`src/sv/open_addressing_hash_table_assert.svh`:
```
// Assertion macros shared by the hash table modules.
`ifndef OPEN_ADDRESSING_HASH_TABLE_ASSERT_SVH
`define OPEN_ADDRESSING_HASH_TABLE_ASSERT_SVH
`ifndef SYNTHESIS
`define OAHT_ASSERT(label, clk, rstn, prop) \
    label: assert property (@(posedge clk) disable iff (!rstn) (prop)) \
        else $error("oaht assertion failed");
`define OAHT_ASSERT_NEXT(label, clk, rstn, ante, cons) \
    label: assert property (@(posedge clk) disable iff (!rstn) (ante) |=> (cons)) \
        else $error("oaht assertion failed");
`else
`define OAHT_ASSERT(label, clk, rstn, prop)
`define OAHT_ASSERT_NEXT(label, clk, rstn, ante, cons)
`endif
`endif

```
`src/sv/oaht_pkg.sv`:
```
// Shared types and constants of the open addressing hash table.
package oaht_pkg;

    localparam int TABLE_DEPTH_DEF = 64;
    localparam int KEY_WIDTH_DEF   = 32;
    localparam int DATA_WIDTH_DEF  = 32;

    // key bits folded into the slot remainder per cycle
    localparam int HASH_BITS_PER_STEP = 4;

    localparam int CMD_W    = 2;
    localparam int STATUS_W = 3;

    localparam logic [CMD_W-1:0] CMD_FIND   = 2'd0;
    localparam logic [CMD_W-1:0] CMD_INSERT = 2'd1;
    localparam logic [CMD_W-1:0] CMD_DELETE = 2'd2;
    localparam logic [CMD_W-1:0] CMD_UNUSED = 2'd3;

    localparam logic [STATUS_W-1:0] ST_OK        = 3'd0;
    localparam logic [STATUS_W-1:0] ST_NOT_FOUND = 3'd1;
    localparam logic [STATUS_W-1:0] ST_DUPLICATE = 3'd2;
    localparam logic [STATUS_W-1:0] ST_FULL      = 3'd3;
    localparam logic [STATUS_W-1:0] ST_RESERVED  = 3'd4;

    typedef struct packed {
        logic                load_item;
        logic                hash_step;
        logic                fetch;
        logic                probe_next;
        logic                clear_write;
        logic                write_insert;
        logic                write_delete;
        logic                out_load;
        logic [STATUS_W-1:0] out_status;
        logic                out_data_sel;
    } oaht_cmd_t;

    typedef struct packed {
        logic             clear_last;
        logic             hash_last;
        logic             key_reserved;
        logic [CMD_W-1:0] command;
        logic             slot_empty;
        logic             slot_deleted;
        logic             key_hit;
        logic             probe_last;
    } oaht_stat_t;

endpackage

```
`src/sv/open_addressing_hash_table.sv`:
```
// Top level of the linear probing hash table: controller and datapath.
//
// Requests (s_command, s_key, s_data_in) enter on a valid/ready channel; every
// request gives one result (m_status, m_data_out) on a valid/ready channel.
// Commands: find, insert, delete. Keys 0 and 1 mark empty and deleted slots and
// are rejected with the reserved status. Probing starts at key mod TABLE_DEPTH.
// The slot hash folds 4 key bits a cycle, msb first. Each probed slot takes one
// read on the key store read port; 1..TABLE_DEPTH slots are probed.
// Reserved keys and the unused command skip the hash and the probe.
// One request is in flight at a time; s_ready is high only when it is idle.
// After reset the key store is swept to empty, one slot a cycle;
// s_ready stays low meanwhile.
// A stalled result sits in the output register; the block finishes the next
// request and holds it until the output register frees up.
module open_addressing_hash_table #(
    parameter int TABLE_DEPTH = oaht_pkg::TABLE_DEPTH_DEF,
    parameter int KEY_WIDTH   = oaht_pkg::KEY_WIDTH_DEF,
    parameter int DATA_WIDTH  = oaht_pkg::DATA_WIDTH_DEF
) (
    input  logic                          aclk,
    input  logic                          aresetn,
    input  logic                          s_valid,
    output logic                          s_ready,
    input  logic [oaht_pkg::CMD_W-1:0]    s_command,
    input  logic [KEY_WIDTH-1:0]          s_key,
    input  logic [DATA_WIDTH-1:0]         s_data_in,
    output logic                          m_valid,
    input  logic                          m_ready,
    output logic [oaht_pkg::STATUS_W-1:0] m_status,
    output logic [DATA_WIDTH-1:0]         m_data_out
);
    import oaht_pkg::*;

    oaht_cmd_t  cmd;
    oaht_stat_t stat;

    oaht_ctrl u_ctrl (
        .aclk    (aclk),
        .aresetn (aresetn),
        .s_valid (s_valid),
        .s_ready (s_ready),
        .m_valid (m_valid),
        .m_ready (m_ready),
        .stat    (stat),
        .cmd     (cmd)
    );

    oaht_dp #(
        .TABLE_DEPTH (TABLE_DEPTH),
        .KEY_WIDTH   (KEY_WIDTH),
        .DATA_WIDTH  (DATA_WIDTH)
    ) u_dp (
        .aclk       (aclk),
        .aresetn    (aresetn),
        .s_command  (s_command),
        .s_key      (s_key),
        .s_data_in  (s_data_in),
        .cmd        (cmd),
        .stat       (stat),
        .m_status   (m_status),
        .m_data_out (m_data_out)
    );

endmodule

```
`src/sv/oaht_dp.sv`:
```
// Datapath: request registers, slot hash unit, key and data stores, result register.
`include "open_addressing_hash_table_assert.svh"

module oaht_dp #(
    parameter int TABLE_DEPTH = oaht_pkg::TABLE_DEPTH_DEF,
    parameter int KEY_WIDTH   = oaht_pkg::KEY_WIDTH_DEF,
    parameter int DATA_WIDTH  = oaht_pkg::DATA_WIDTH_DEF
) (
    input  logic                          aclk,
    input  logic                          aresetn,
    input  logic [oaht_pkg::CMD_W-1:0]    s_command,
    input  logic [KEY_WIDTH-1:0]          s_key,
    input  logic [DATA_WIDTH-1:0]         s_data_in,
    input  oaht_pkg::oaht_cmd_t           cmd,
    output oaht_pkg::oaht_stat_t          stat,
    output logic [oaht_pkg::STATUS_W-1:0] m_status,
    output logic [DATA_WIDTH-1:0]         m_data_out
);
    import oaht_pkg::*;

    localparam int IDX_W      = $clog2(TABLE_DEPTH);
    localparam int HASH_STEPS = (KEY_WIDTH + HASH_BITS_PER_STEP - 1) / HASH_BITS_PER_STEP;
    localparam int HASH_W     = HASH_STEPS * HASH_BITS_PER_STEP;
    localparam int STEP_W     = (HASH_STEPS > 1) ? $clog2(HASH_STEPS) : 1;

    localparam logic [IDX_W:0]      DepthExt   = (IDX_W + 1)'(TABLE_DEPTH);
    localparam logic [IDX_W-1:0]    LastSlot   = IDX_W'(TABLE_DEPTH - 1);
    localparam logic [STEP_W-1:0]   LastStep   = STEP_W'(HASH_STEPS - 1);
    localparam logic [KEY_WIDTH-1:0] KeyEmpty   = '0;
    localparam logic [KEY_WIDTH-1:0] KeyDeleted = KEY_WIDTH'(1);

    // request
    logic [CMD_W-1:0]      command_reg;
    logic [KEY_WIDTH-1:0]  key_reg;
    logic [DATA_WIDTH-1:0] data_reg;
    logic [HASH_W-1:0]     hash_sr_reg;

    // probe control
    logic [STEP_W-1:0] step_cnt_reg;
    logic [IDX_W-1:0]  slot_reg;
    logic [IDX_W-1:0]  chk_slot_reg;
    logic [IDX_W-1:0]  probe_cnt_reg;
    logic [IDX_W-1:0]  clr_idx_reg;

    // stores and read data
    logic [KEY_WIDTH-1:0]  key_store_reg  [TABLE_DEPTH];
    logic [DATA_WIDTH-1:0] data_store_reg [TABLE_DEPTH];
    logic [KEY_WIDTH-1:0]  rd_key_reg;
    logic [DATA_WIDTH-1:0] rd_data_reg;

    // result
    logic [STATUS_W-1:0]   out_status_reg;
    logic [DATA_WIDTH-1:0] out_data_reg;

    logic [IDX_W-1:0]     hash_rem;
    logic [IDX_W:0]       hash_trial;
    logic [IDX_W-1:0]     slot_inc;
    logic                 rd_en;
    logic                 key_we;
    logic [IDX_W-1:0]     key_waddr;
    logic [KEY_WIDTH-1:0] key_wdata;

    // remainder of the key by the table depth, a few bits per cycle, msb first
    always_comb begin
        hash_rem   = slot_reg;
        hash_trial = '0;
        for (int i = 0; i < HASH_BITS_PER_STEP; i++) begin
            hash_trial = {hash_rem, hash_sr_reg[HASH_W-1-i]};
            if (hash_trial >= DepthExt) begin
                hash_rem = IDX_W'(hash_trial - DepthExt);
            end else begin
                hash_rem = hash_trial[IDX_W-1:0];
            end
        end
    end

    assign slot_inc = (slot_reg == LastSlot) ? '0 : slot_reg + 1'b1;
    assign rd_en    = cmd.fetch | cmd.probe_next;

    always_comb begin
        key_we    = cmd.clear_write | cmd.write_insert | cmd.write_delete;
        key_waddr = cmd.clear_write ? clr_idx_reg : chk_slot_reg;
        if (cmd.write_insert) begin
            key_wdata = key_reg;
        end else if (cmd.write_delete) begin
            key_wdata = KeyDeleted;
        end else begin
            key_wdata = KeyEmpty;
        end
    end

    always_ff @(posedge aclk) begin
        if (!aresetn) begin
            step_cnt_reg  <= '0;
            probe_cnt_reg <= '0;
            clr_idx_reg   <= '0;
        end else begin
            if (cmd.load_item) begin
                step_cnt_reg <= '0;
            end else if (cmd.hash_step) begin
                step_cnt_reg <= step_cnt_reg + 1'b1;
            end
            if (cmd.fetch) begin
                probe_cnt_reg <= '0;
            end else if (cmd.probe_next) begin
                probe_cnt_reg <= probe_cnt_reg + 1'b1;
            end
            if (cmd.clear_write) begin
                clr_idx_reg <= (clr_idx_reg == LastSlot) ? '0 : clr_idx_reg + 1'b1;
            end
        end
    end

    always_ff @(posedge aclk) begin
        if (cmd.load_item) begin
            command_reg <= s_command;
            key_reg     <= s_key;
            data_reg    <= s_data_in;
            hash_sr_reg <= HASH_W'(s_key);
            slot_reg    <= '0;
        end else if (cmd.hash_step) begin
            hash_sr_reg <= hash_sr_reg << HASH_BITS_PER_STEP;
            slot_reg    <= hash_rem;
        end else if (rd_en) begin
            slot_reg <= slot_inc;
        end
        if (rd_en) begin
            chk_slot_reg <= slot_reg;
        end
        if (cmd.out_load) begin
            out_status_reg <= cmd.out_status;
            out_data_reg   <= cmd.out_data_sel ? rd_data_reg : '0;
        end
    end

    always_ff @(posedge aclk) begin
        if (key_we) begin
            key_store_reg[key_waddr] <= key_wdata;
        end
        if (rd_en) begin
            rd_key_reg <= key_store_reg[slot_reg];
        end
    end

    always_ff @(posedge aclk) begin
        if (cmd.write_insert) begin
            data_store_reg[chk_slot_reg] <= data_reg;
        end
        if (rd_en) begin
            rd_data_reg <= data_store_reg[slot_reg];
        end
    end

    always_comb begin
        stat              = '0;
        stat.clear_last   = (clr_idx_reg == LastSlot);
        stat.hash_last    = (step_cnt_reg == LastStep);
        stat.key_reserved = (key_reg == KeyEmpty) || (key_reg == KeyDeleted);
        stat.command      = command_reg;
        stat.slot_empty   = (rd_key_reg == KeyEmpty);
        stat.slot_deleted = (rd_key_reg == KeyDeleted);
        stat.key_hit      = (rd_key_reg == key_reg);
        stat.probe_last   = (probe_cnt_reg == LastSlot);
    end

    assign m_status   = out_status_reg;
    assign m_data_out = out_data_reg;

    `OAHT_ASSERT(a_clr_idx_range, aclk, aresetn, {1'b0, clr_idx_reg} < DepthExt)
    `OAHT_ASSERT(a_probe_slot_range, aclk, aresetn, !rd_en || ({1'b0, slot_reg} < DepthExt))
    `OAHT_ASSERT_NEXT(a_chk_tracks_read, aclk, aresetn, rd_en, chk_slot_reg == $past(slot_reg))

endmodule

```
`src/sv/oaht_ctrl.sv`:
```
// Controller: table clear after reset, request sequencing, probe decisions, result handshake.
`include "open_addressing_hash_table_assert.svh"

module oaht_ctrl (
    input  logic                 aclk,
    input  logic                 aresetn,
    input  logic                 s_valid,
    output logic                 s_ready,
    output logic                 m_valid,
    input  logic                 m_ready,
    input  oaht_pkg::oaht_stat_t stat,
    output oaht_pkg::oaht_cmd_t  cmd
);
    import oaht_pkg::*;

    typedef enum logic [2:0] {
        S_CLEAR,
        S_IDLE,
        S_HASH,
        S_FETCH,
        S_PROBE,
        S_DONE
    } state_t;

    state_t              state_reg, state_next;
    logic                m_valid_reg, m_valid_next;
    logic [STATUS_W-1:0] res_status_reg, res_status_next;
    logic                res_sel_reg, res_sel_next;
    logic                out_free;

    assign out_free = !m_valid_reg || m_ready;

    always_comb begin
        cmd             = '0;
        state_next      = state_reg;
        res_status_next = res_status_reg;
        res_sel_next    = res_sel_reg;
        case (state_reg)
            S_CLEAR: begin
                cmd.clear_write = 1'b1;
                if (stat.clear_last) begin
                    state_next = S_IDLE;
                end
            end
            S_IDLE: begin
                if (s_valid) begin
                    cmd.load_item = 1'b1;
                    state_next    = S_HASH;
                end
            end
            S_HASH: begin
                res_sel_next = 1'b0;
                if (stat.key_reserved) begin
                    res_status_next = ST_RESERVED;
                    state_next      = S_DONE;
                end else if (stat.command == CMD_UNUSED) begin
                    res_status_next = ST_NOT_FOUND;
                    state_next      = S_DONE;
                end else begin
                    cmd.hash_step = 1'b1;
                    if (stat.hash_last) begin
                        state_next = S_FETCH;
                    end
                end
            end
            S_FETCH: begin
                cmd.fetch  = 1'b1;
                state_next = S_PROBE;
            end
            S_PROBE: begin
                state_next = S_DONE;
                if (stat.command == CMD_INSERT) begin
                    if (stat.slot_empty || stat.slot_deleted) begin
                        cmd.write_insert = 1'b1;
                        res_status_next  = ST_OK;
                    end else if (stat.key_hit) begin
                        res_status_next = ST_DUPLICATE;
                    end else if (stat.probe_last) begin
                        res_status_next = ST_FULL;
                    end else begin
                        cmd.probe_next = 1'b1;
                        state_next     = S_PROBE;
                    end
                end else begin
                    // find and delete skip deleted slots, stop at an empty one
                    if (stat.slot_empty) begin
                        res_status_next = ST_NOT_FOUND;
                    end else if (stat.key_hit) begin
                        res_status_next = ST_OK;
                        if (stat.command == CMD_FIND) begin
                            res_sel_next = 1'b1;
                        end else begin
                            cmd.write_delete = 1'b1;
                        end
                    end else if (stat.probe_last) begin
                        res_status_next = ST_NOT_FOUND;
                    end else begin
                        cmd.probe_next = 1'b1;
                        state_next     = S_PROBE;
                    end
                end
            end
            S_DONE: begin
                if (out_free) begin
                    cmd.out_load     = 1'b1;
                    cmd.out_status   = res_status_reg;
                    cmd.out_data_sel = res_sel_reg;
                    state_next       = S_IDLE;
                end
            end
            default: begin
                state_next = S_IDLE;
            end
        endcase
    end

    always_comb begin
        if (cmd.out_load) begin
            m_valid_next = 1'b1;
        end else if (m_ready) begin
            m_valid_next = 1'b0;
        end else begin
            m_valid_next = m_valid_reg;
        end
    end

    always_ff @(posedge aclk) begin
        if (!aresetn) begin
            state_reg      <= S_CLEAR;
            m_valid_reg    <= 1'b0;
            res_status_reg <= ST_OK;
            res_sel_reg    <= 1'b0;
        end else begin
            state_reg      <= state_next;
            m_valid_reg    <= m_valid_next;
            res_status_reg <= res_status_next;
            res_sel_reg    <= res_sel_next;
        end
    end

    assign s_ready = (state_reg == S_IDLE);
    assign m_valid = m_valid_reg;

    `OAHT_ASSERT(a_one_writer, aclk, aresetn,
        $onehot0({cmd.clear_write, cmd.write_insert, cmd.write_delete}))
    `OAHT_ASSERT(a_insert_free_slot, aclk, aresetn,
        !cmd.write_insert || stat.slot_empty || stat.slot_deleted)
    `OAHT_ASSERT(a_no_result_overwrite, aclk, aresetn, !cmd.out_load || out_free)

endmodule

```
`config.mk`:
```
export PLATFORM = sky130hd
export DESIGN_NAME = open_addressing_hash_table
export DESIGN_NICKNAME = d
export VERILOG_FILES = /design/src/sv/oaht_pkg.sv /design/src/sv/open_addressing_hash_table.sv /design/src/sv/oaht_dp.sv /design/src/sv/oaht_ctrl.sv
export VERILOG_INCLUDE_DIRS = /design/src /design/src/sv
export SDC_FILE = /design/constraint.sdc
export NUM_CORES = 2
export LEC_CHECK = 0
export BUFFER_PORTS_ARGS = -buffer_cell sky130_fd_sc_hd__buf_2
export CAP_MARGIN = 20
export CELL_PAD_IN_SITES_DETAIL_PLACEMENT = 1
export CELL_PAD_IN_SITES_GLOBAL_PLACEMENT = 1
export CORE_MARGIN = 4
export CORE_UTILIZATION = 45
export DETAILED_ROUTE_END_ITERATION = 8
export PLACE_DENSITY = 0.74
export SETUP_SLACK_MARGIN = 0.02
export SLEW_MARGIN = 40
export SYNTH_ARGS = -nofsm -noshare
export SYNTH_HDL_FRONTEND = slang
export SYNTH_SLANG_ARGS = --single-unit
export TNS_END_PERCENT = 100
```
`constraint.sdc`:
```
create_clock -name aclk -period 7.5 [get_ports aclk]
set_input_delay 0 -clock aclk [delete_from_list [all_inputs] [get_ports aclk]]
set_output_delay 0 -clock aclk [all_outputs]
set_load 0.005 [all_outputs]
```
==> impl_metrics.csv <==
group,metric,value,unit
run_status,outcome,"finished clean",
power,peakVddDrop,0.281,mV
sta,finalHoldViolCount,0,
floorplan,dieHeight,612,um
sta,setup_ws,3.04,ns
sta,fin_worst_skew,0.0777,ns
setup_path,r2r-start,"u_dp.rd_key_reg[12]",
setup_path,startpoint_type,"flip-flop",
grt,grt_pass1_vias,80100,
place,portBuffers,106,
worst_hold_path,whs_path_depth,4,
power,p_leak,54.9,nW
synthesis,synthArstFlopShare,0,%
synthesis,ys.flop_type,"edfxtp_1",
worst_hold_path,min_to,"u_ctrl.state_reg[2]",
floorplan,die_w,612,um
floorplan,placeableCoreArea,363000,um^2
drt,vias,78900,
setup_path,cp-end-kind,"flip-flop",
cts,path_clk_slew,0.06,ns
cts,cts_resized,0,
setup_path,crit_fanout,17,
drt,postRouteAntennaNets,0,
grt,grt_first_pass_wirelength,642,mm
synthesis,synth.distinct_cells,48,
drt,route.met2.wl,216,mm
synthesis,synth_nets,6642,
power,pwr-share-comb,0.8,%
drt,wl_met1,169,mm
setup_path,crit_required,8.13,ns
power,pwr_density_cell,249,nW/um^2
drt,wl_met3,57.1,mm
grt,grt.total_usage,24.3,%
sta,drv_slew,0,
drt,dr.first_iter.drc_count,13400,
grt,grt_overflow_total,0,
synthesis,synth_area,164000,um^2
setup_path,cp.arrival,5.08,ns
setup_path,reg2reg_to,"u_dp.data_store_reg[52][2]",
synthesis,synth_most_common_cell,"edfxtp_1",
grt,grt_max_degree,105,
drt,totalWireLength,457,mm
synthesis,synth_edf_count,4299,
drt,drc,0,
setup_path,r2r_cells,7,
finish,synthToLayoutAreaGrowth,16.6,%
power,power,47.6,mW
cts,clkLatencyLatePin,0.96,ns
grt,antenna_found_initial,70,
sta,min_period_over_period,59.4,%
power,clkPwrFrac,44.0,%
drt,vias_per_cell,6.35,
synthesis,yosysSeqAreaShare,78.9,%
cts,post-cts-setup-buffer-count,0,
sta,tightest_slew,0.903,ns
cts,clock-sinks,4328,
cts,cts_max_level,5,
synthesis,syn-instance-count,6567,
worst_hold_path,hold_path_class,"input port to flip-flop",
sta,grt_setup_unrepaired,"false",
floorplan,die-area,375000,um^2
flow_run,drv_cap,0,
cts,clockRootBuffer,"clkbuf_16",
synthesis,synth-seq-cells,4328,
cts,clk_path_buf_depth,4,
synthesis,postSynthAreaPerCell,25.0,um^2
power,switching_share,19.5,%
place,pre_cts_ws,3.11,ns
floorplan,io_pins,107,
place,dpl.hpwl,281,mm
power,pwr-share-seq,55.2,%
sta,slew_headroom,39.2,%
synthesis,synth.top_cell.area_share,78.6,%
setup_path,reg2reg_setup_slack,3.04,ns
cts,cts_tree,"yes",
finish,fin_nets,7344,
sta,setup_viol,0,
worst_hold_path,hp-start,"s_valid",
place,gp_congestion,0.849,
sta,fmax,224,MHz
drt,post_drt_wl_per_cell,36.8,um
floorplan,start_util,45.3,%
sta,fin_crit,4.46,ns
setup_path,worstSetupPathType,"flip-flop to flip-flop",
synthesis,ys_top_cells_by_count,"edfxtp_1, mux4_2, clkbuf_1",
synthesis,synth.area.top_cells,"edfxtp_1, mux4_2, clkbuf_1",
drt,first_pass_iters,6,
power,internal_power,38.3,mW
finish,drive_gt1_share,33.8,%
synthesis,yosysTopAreaCell,"edfxtp_1",
synthesis,yosys_warnings,0,
floorplan,rows,221,
power,switchingPower,9.29,mW
drt,top_layer,"met5",
cts,cts_buffers,421,
sta,fin_tns_setup,0,ns
[worst max path at each step]
stage	from	endpoint	slack [ns]	cells after the start
after floorplan	u_dp.key_reg[22]	u_dp.key_store_reg[31][0]	3.62	8
after global placement	u_dp.rd_key_reg[12]	u_dp.data_store_reg[4][29]	2.36	6
after detailed placement	u_dp.rd_key_reg[12]	u_dp.data_store_reg[52][1]	3.11	7
after CTS	u_dp.rd_key_reg[12]	u_dp.data_store_reg[52][20]	3.10	7
after global routing	u_dp.key_reg[27]	u_dp.key_store_reg[26][10]	2.97	8
final	u_dp.rd_key_reg[12]	u_dp.data_store_reg[52][2]	3.04	7
[final cells by class]
cell class | instances | area [um^2]
fill | 30600 | 171000
sequential | 4328 | 130000
multi-input combinational | 1896 | 34300
clock buffer | 515 | 11100
timing repair buffer | 619 | 8070
tap | 4794 | 6000
clock inverter | 244 | 2370
antenna | 33 | 82.6
inverter | 3 | 16.3
[logic make-up (layout without fill, tap and decap cells)]
logic type	after synthesis	in the layout	share of synthesized area, %
DFF	4328	4328	78.9
muxes	1352	1352	18.5
and+or+nand+nor	449	449	1.29
buffers and inverters	343	1381	0.875
AOI/OAI and AO/OA	46	46	0.177
xor gates and xnor gates	44	44	0.235
adders and majority gates	5	5	0.0381
other	0	33	0
[cell usage in the layout (no fill, tap or decap), types with 6 or more instances in the layout]
| master | synthesis | layout |
|---|---|---|
| a21oi_1 | 10 | 10 |
| and2_1 | 37 | 18 |
| and2_2 | 0 | 10 |
| and2_4 | 0 | 9 |
| and3_1 | 40 | 39 |
| buf_12 | 0 | 49 |
| buf_16 | 0 | 97 |
| buf_2 | 69 | 106 |
| buf_4 | 9 | 101 |
| buf_6 | 4 | 27 |
| buf_8 | 0 | 86 |
| bufinv_16 | 0 | 42 |
| clkbuf_1 | 184 | 83 |
| clkbuf_16 | 0 | 428 |
| clkinv_1 | 0 | 94 |
| clkinv_2 | 0 | 75 |
| clkinvlp_4 | 0 | 11 |
| dfxtp_1 | 29 | 22 |
| dfxtp_4 | 0 | 6 |
| diode_2 | 0 | 33 |
| dlygate4sd3_1 | 0 | 153 |
| edfxtp_1 | 4299 | 4299 |
| inv_6 | 0 | 9 |
| mux2i_1 | 8 | 7 |
| mux4_2 | 1344 | 1344 |
| nand2_1 | 128 | 125 |
| nand2b_1 | 10 | 10 |
| nand3_1 | 12 | 11 |
| nand3b_1 | 8 | 8 |
| nand4_1 | 17 | 17 |
| nor2_1 | 148 | 20 |
| nor2_4 | 0 | 128 |
| nor2b_1 | 6 | 6 |
| nor3_1 | 8 | 6 |
| nor4_1 | 18 | 16 |
| o21ai_0 | 15 | 13 |
| xnor2_1 | 36 | 36 |
| xor2_1 | 8 | 8 |
[power by group through the flow]
stage | clock, mW | combinational, mW | sequential (mW)
after floorplan | 0 | 0.107 | 26.8
after global placement | 0 | 0.267 | 26.8
after detailed placement | 0 | 0.293 | 26.8
after CTS | 21.2 | 0.362 | 26.3
after global routing | 22.3 | 0.380 | 26.3
final | 21.0 | 0.373 | 26.3
[worst max-delay path, stage by stage (launching register included)]
cell and delay (ns):
edfxtp_1 0.41, nor4_1 0.60, nand4_1 0.27, or2_1 0.34, nor4_2 0.78, nand2_2 0.56
nor2_4 0.73, buf_4 0.40
[through the flow]
step / util [%] / hold slack, ns / cells / cell area (um^2)
2_1_floorplan: - / 0.0989 / 6567 / 164000
3_3_place_gp: 47.4 / 0.176 / 11300 / 172000
3_5_place_dp: 48.5 / 0.178 / 11500 / 176000
4_1_cts: 52.6 / 0.0303 / 12400 / 191000
5_1_grt: 52.8 / 0.148 / 12400 / 192000
6_report: 52.8 / 0.130 / 12400 / 192000
[layer usage]
layer  vias to the layer above  global-route usage (%)
met2                      5636                    37.2
li1                      30000                       -
met3                       746                    6.38
met1                     42500                    34.7
met4                        24                    7.24
met5                         -                       0
[what timing repair did]
action / in CTS / in global routing
endpoints found under the setup margin: 0 / 0
endpoints found under the hold margin: 159 / 0
hold buffers: 153 / 0
Power figures use the tool's default switching activity.
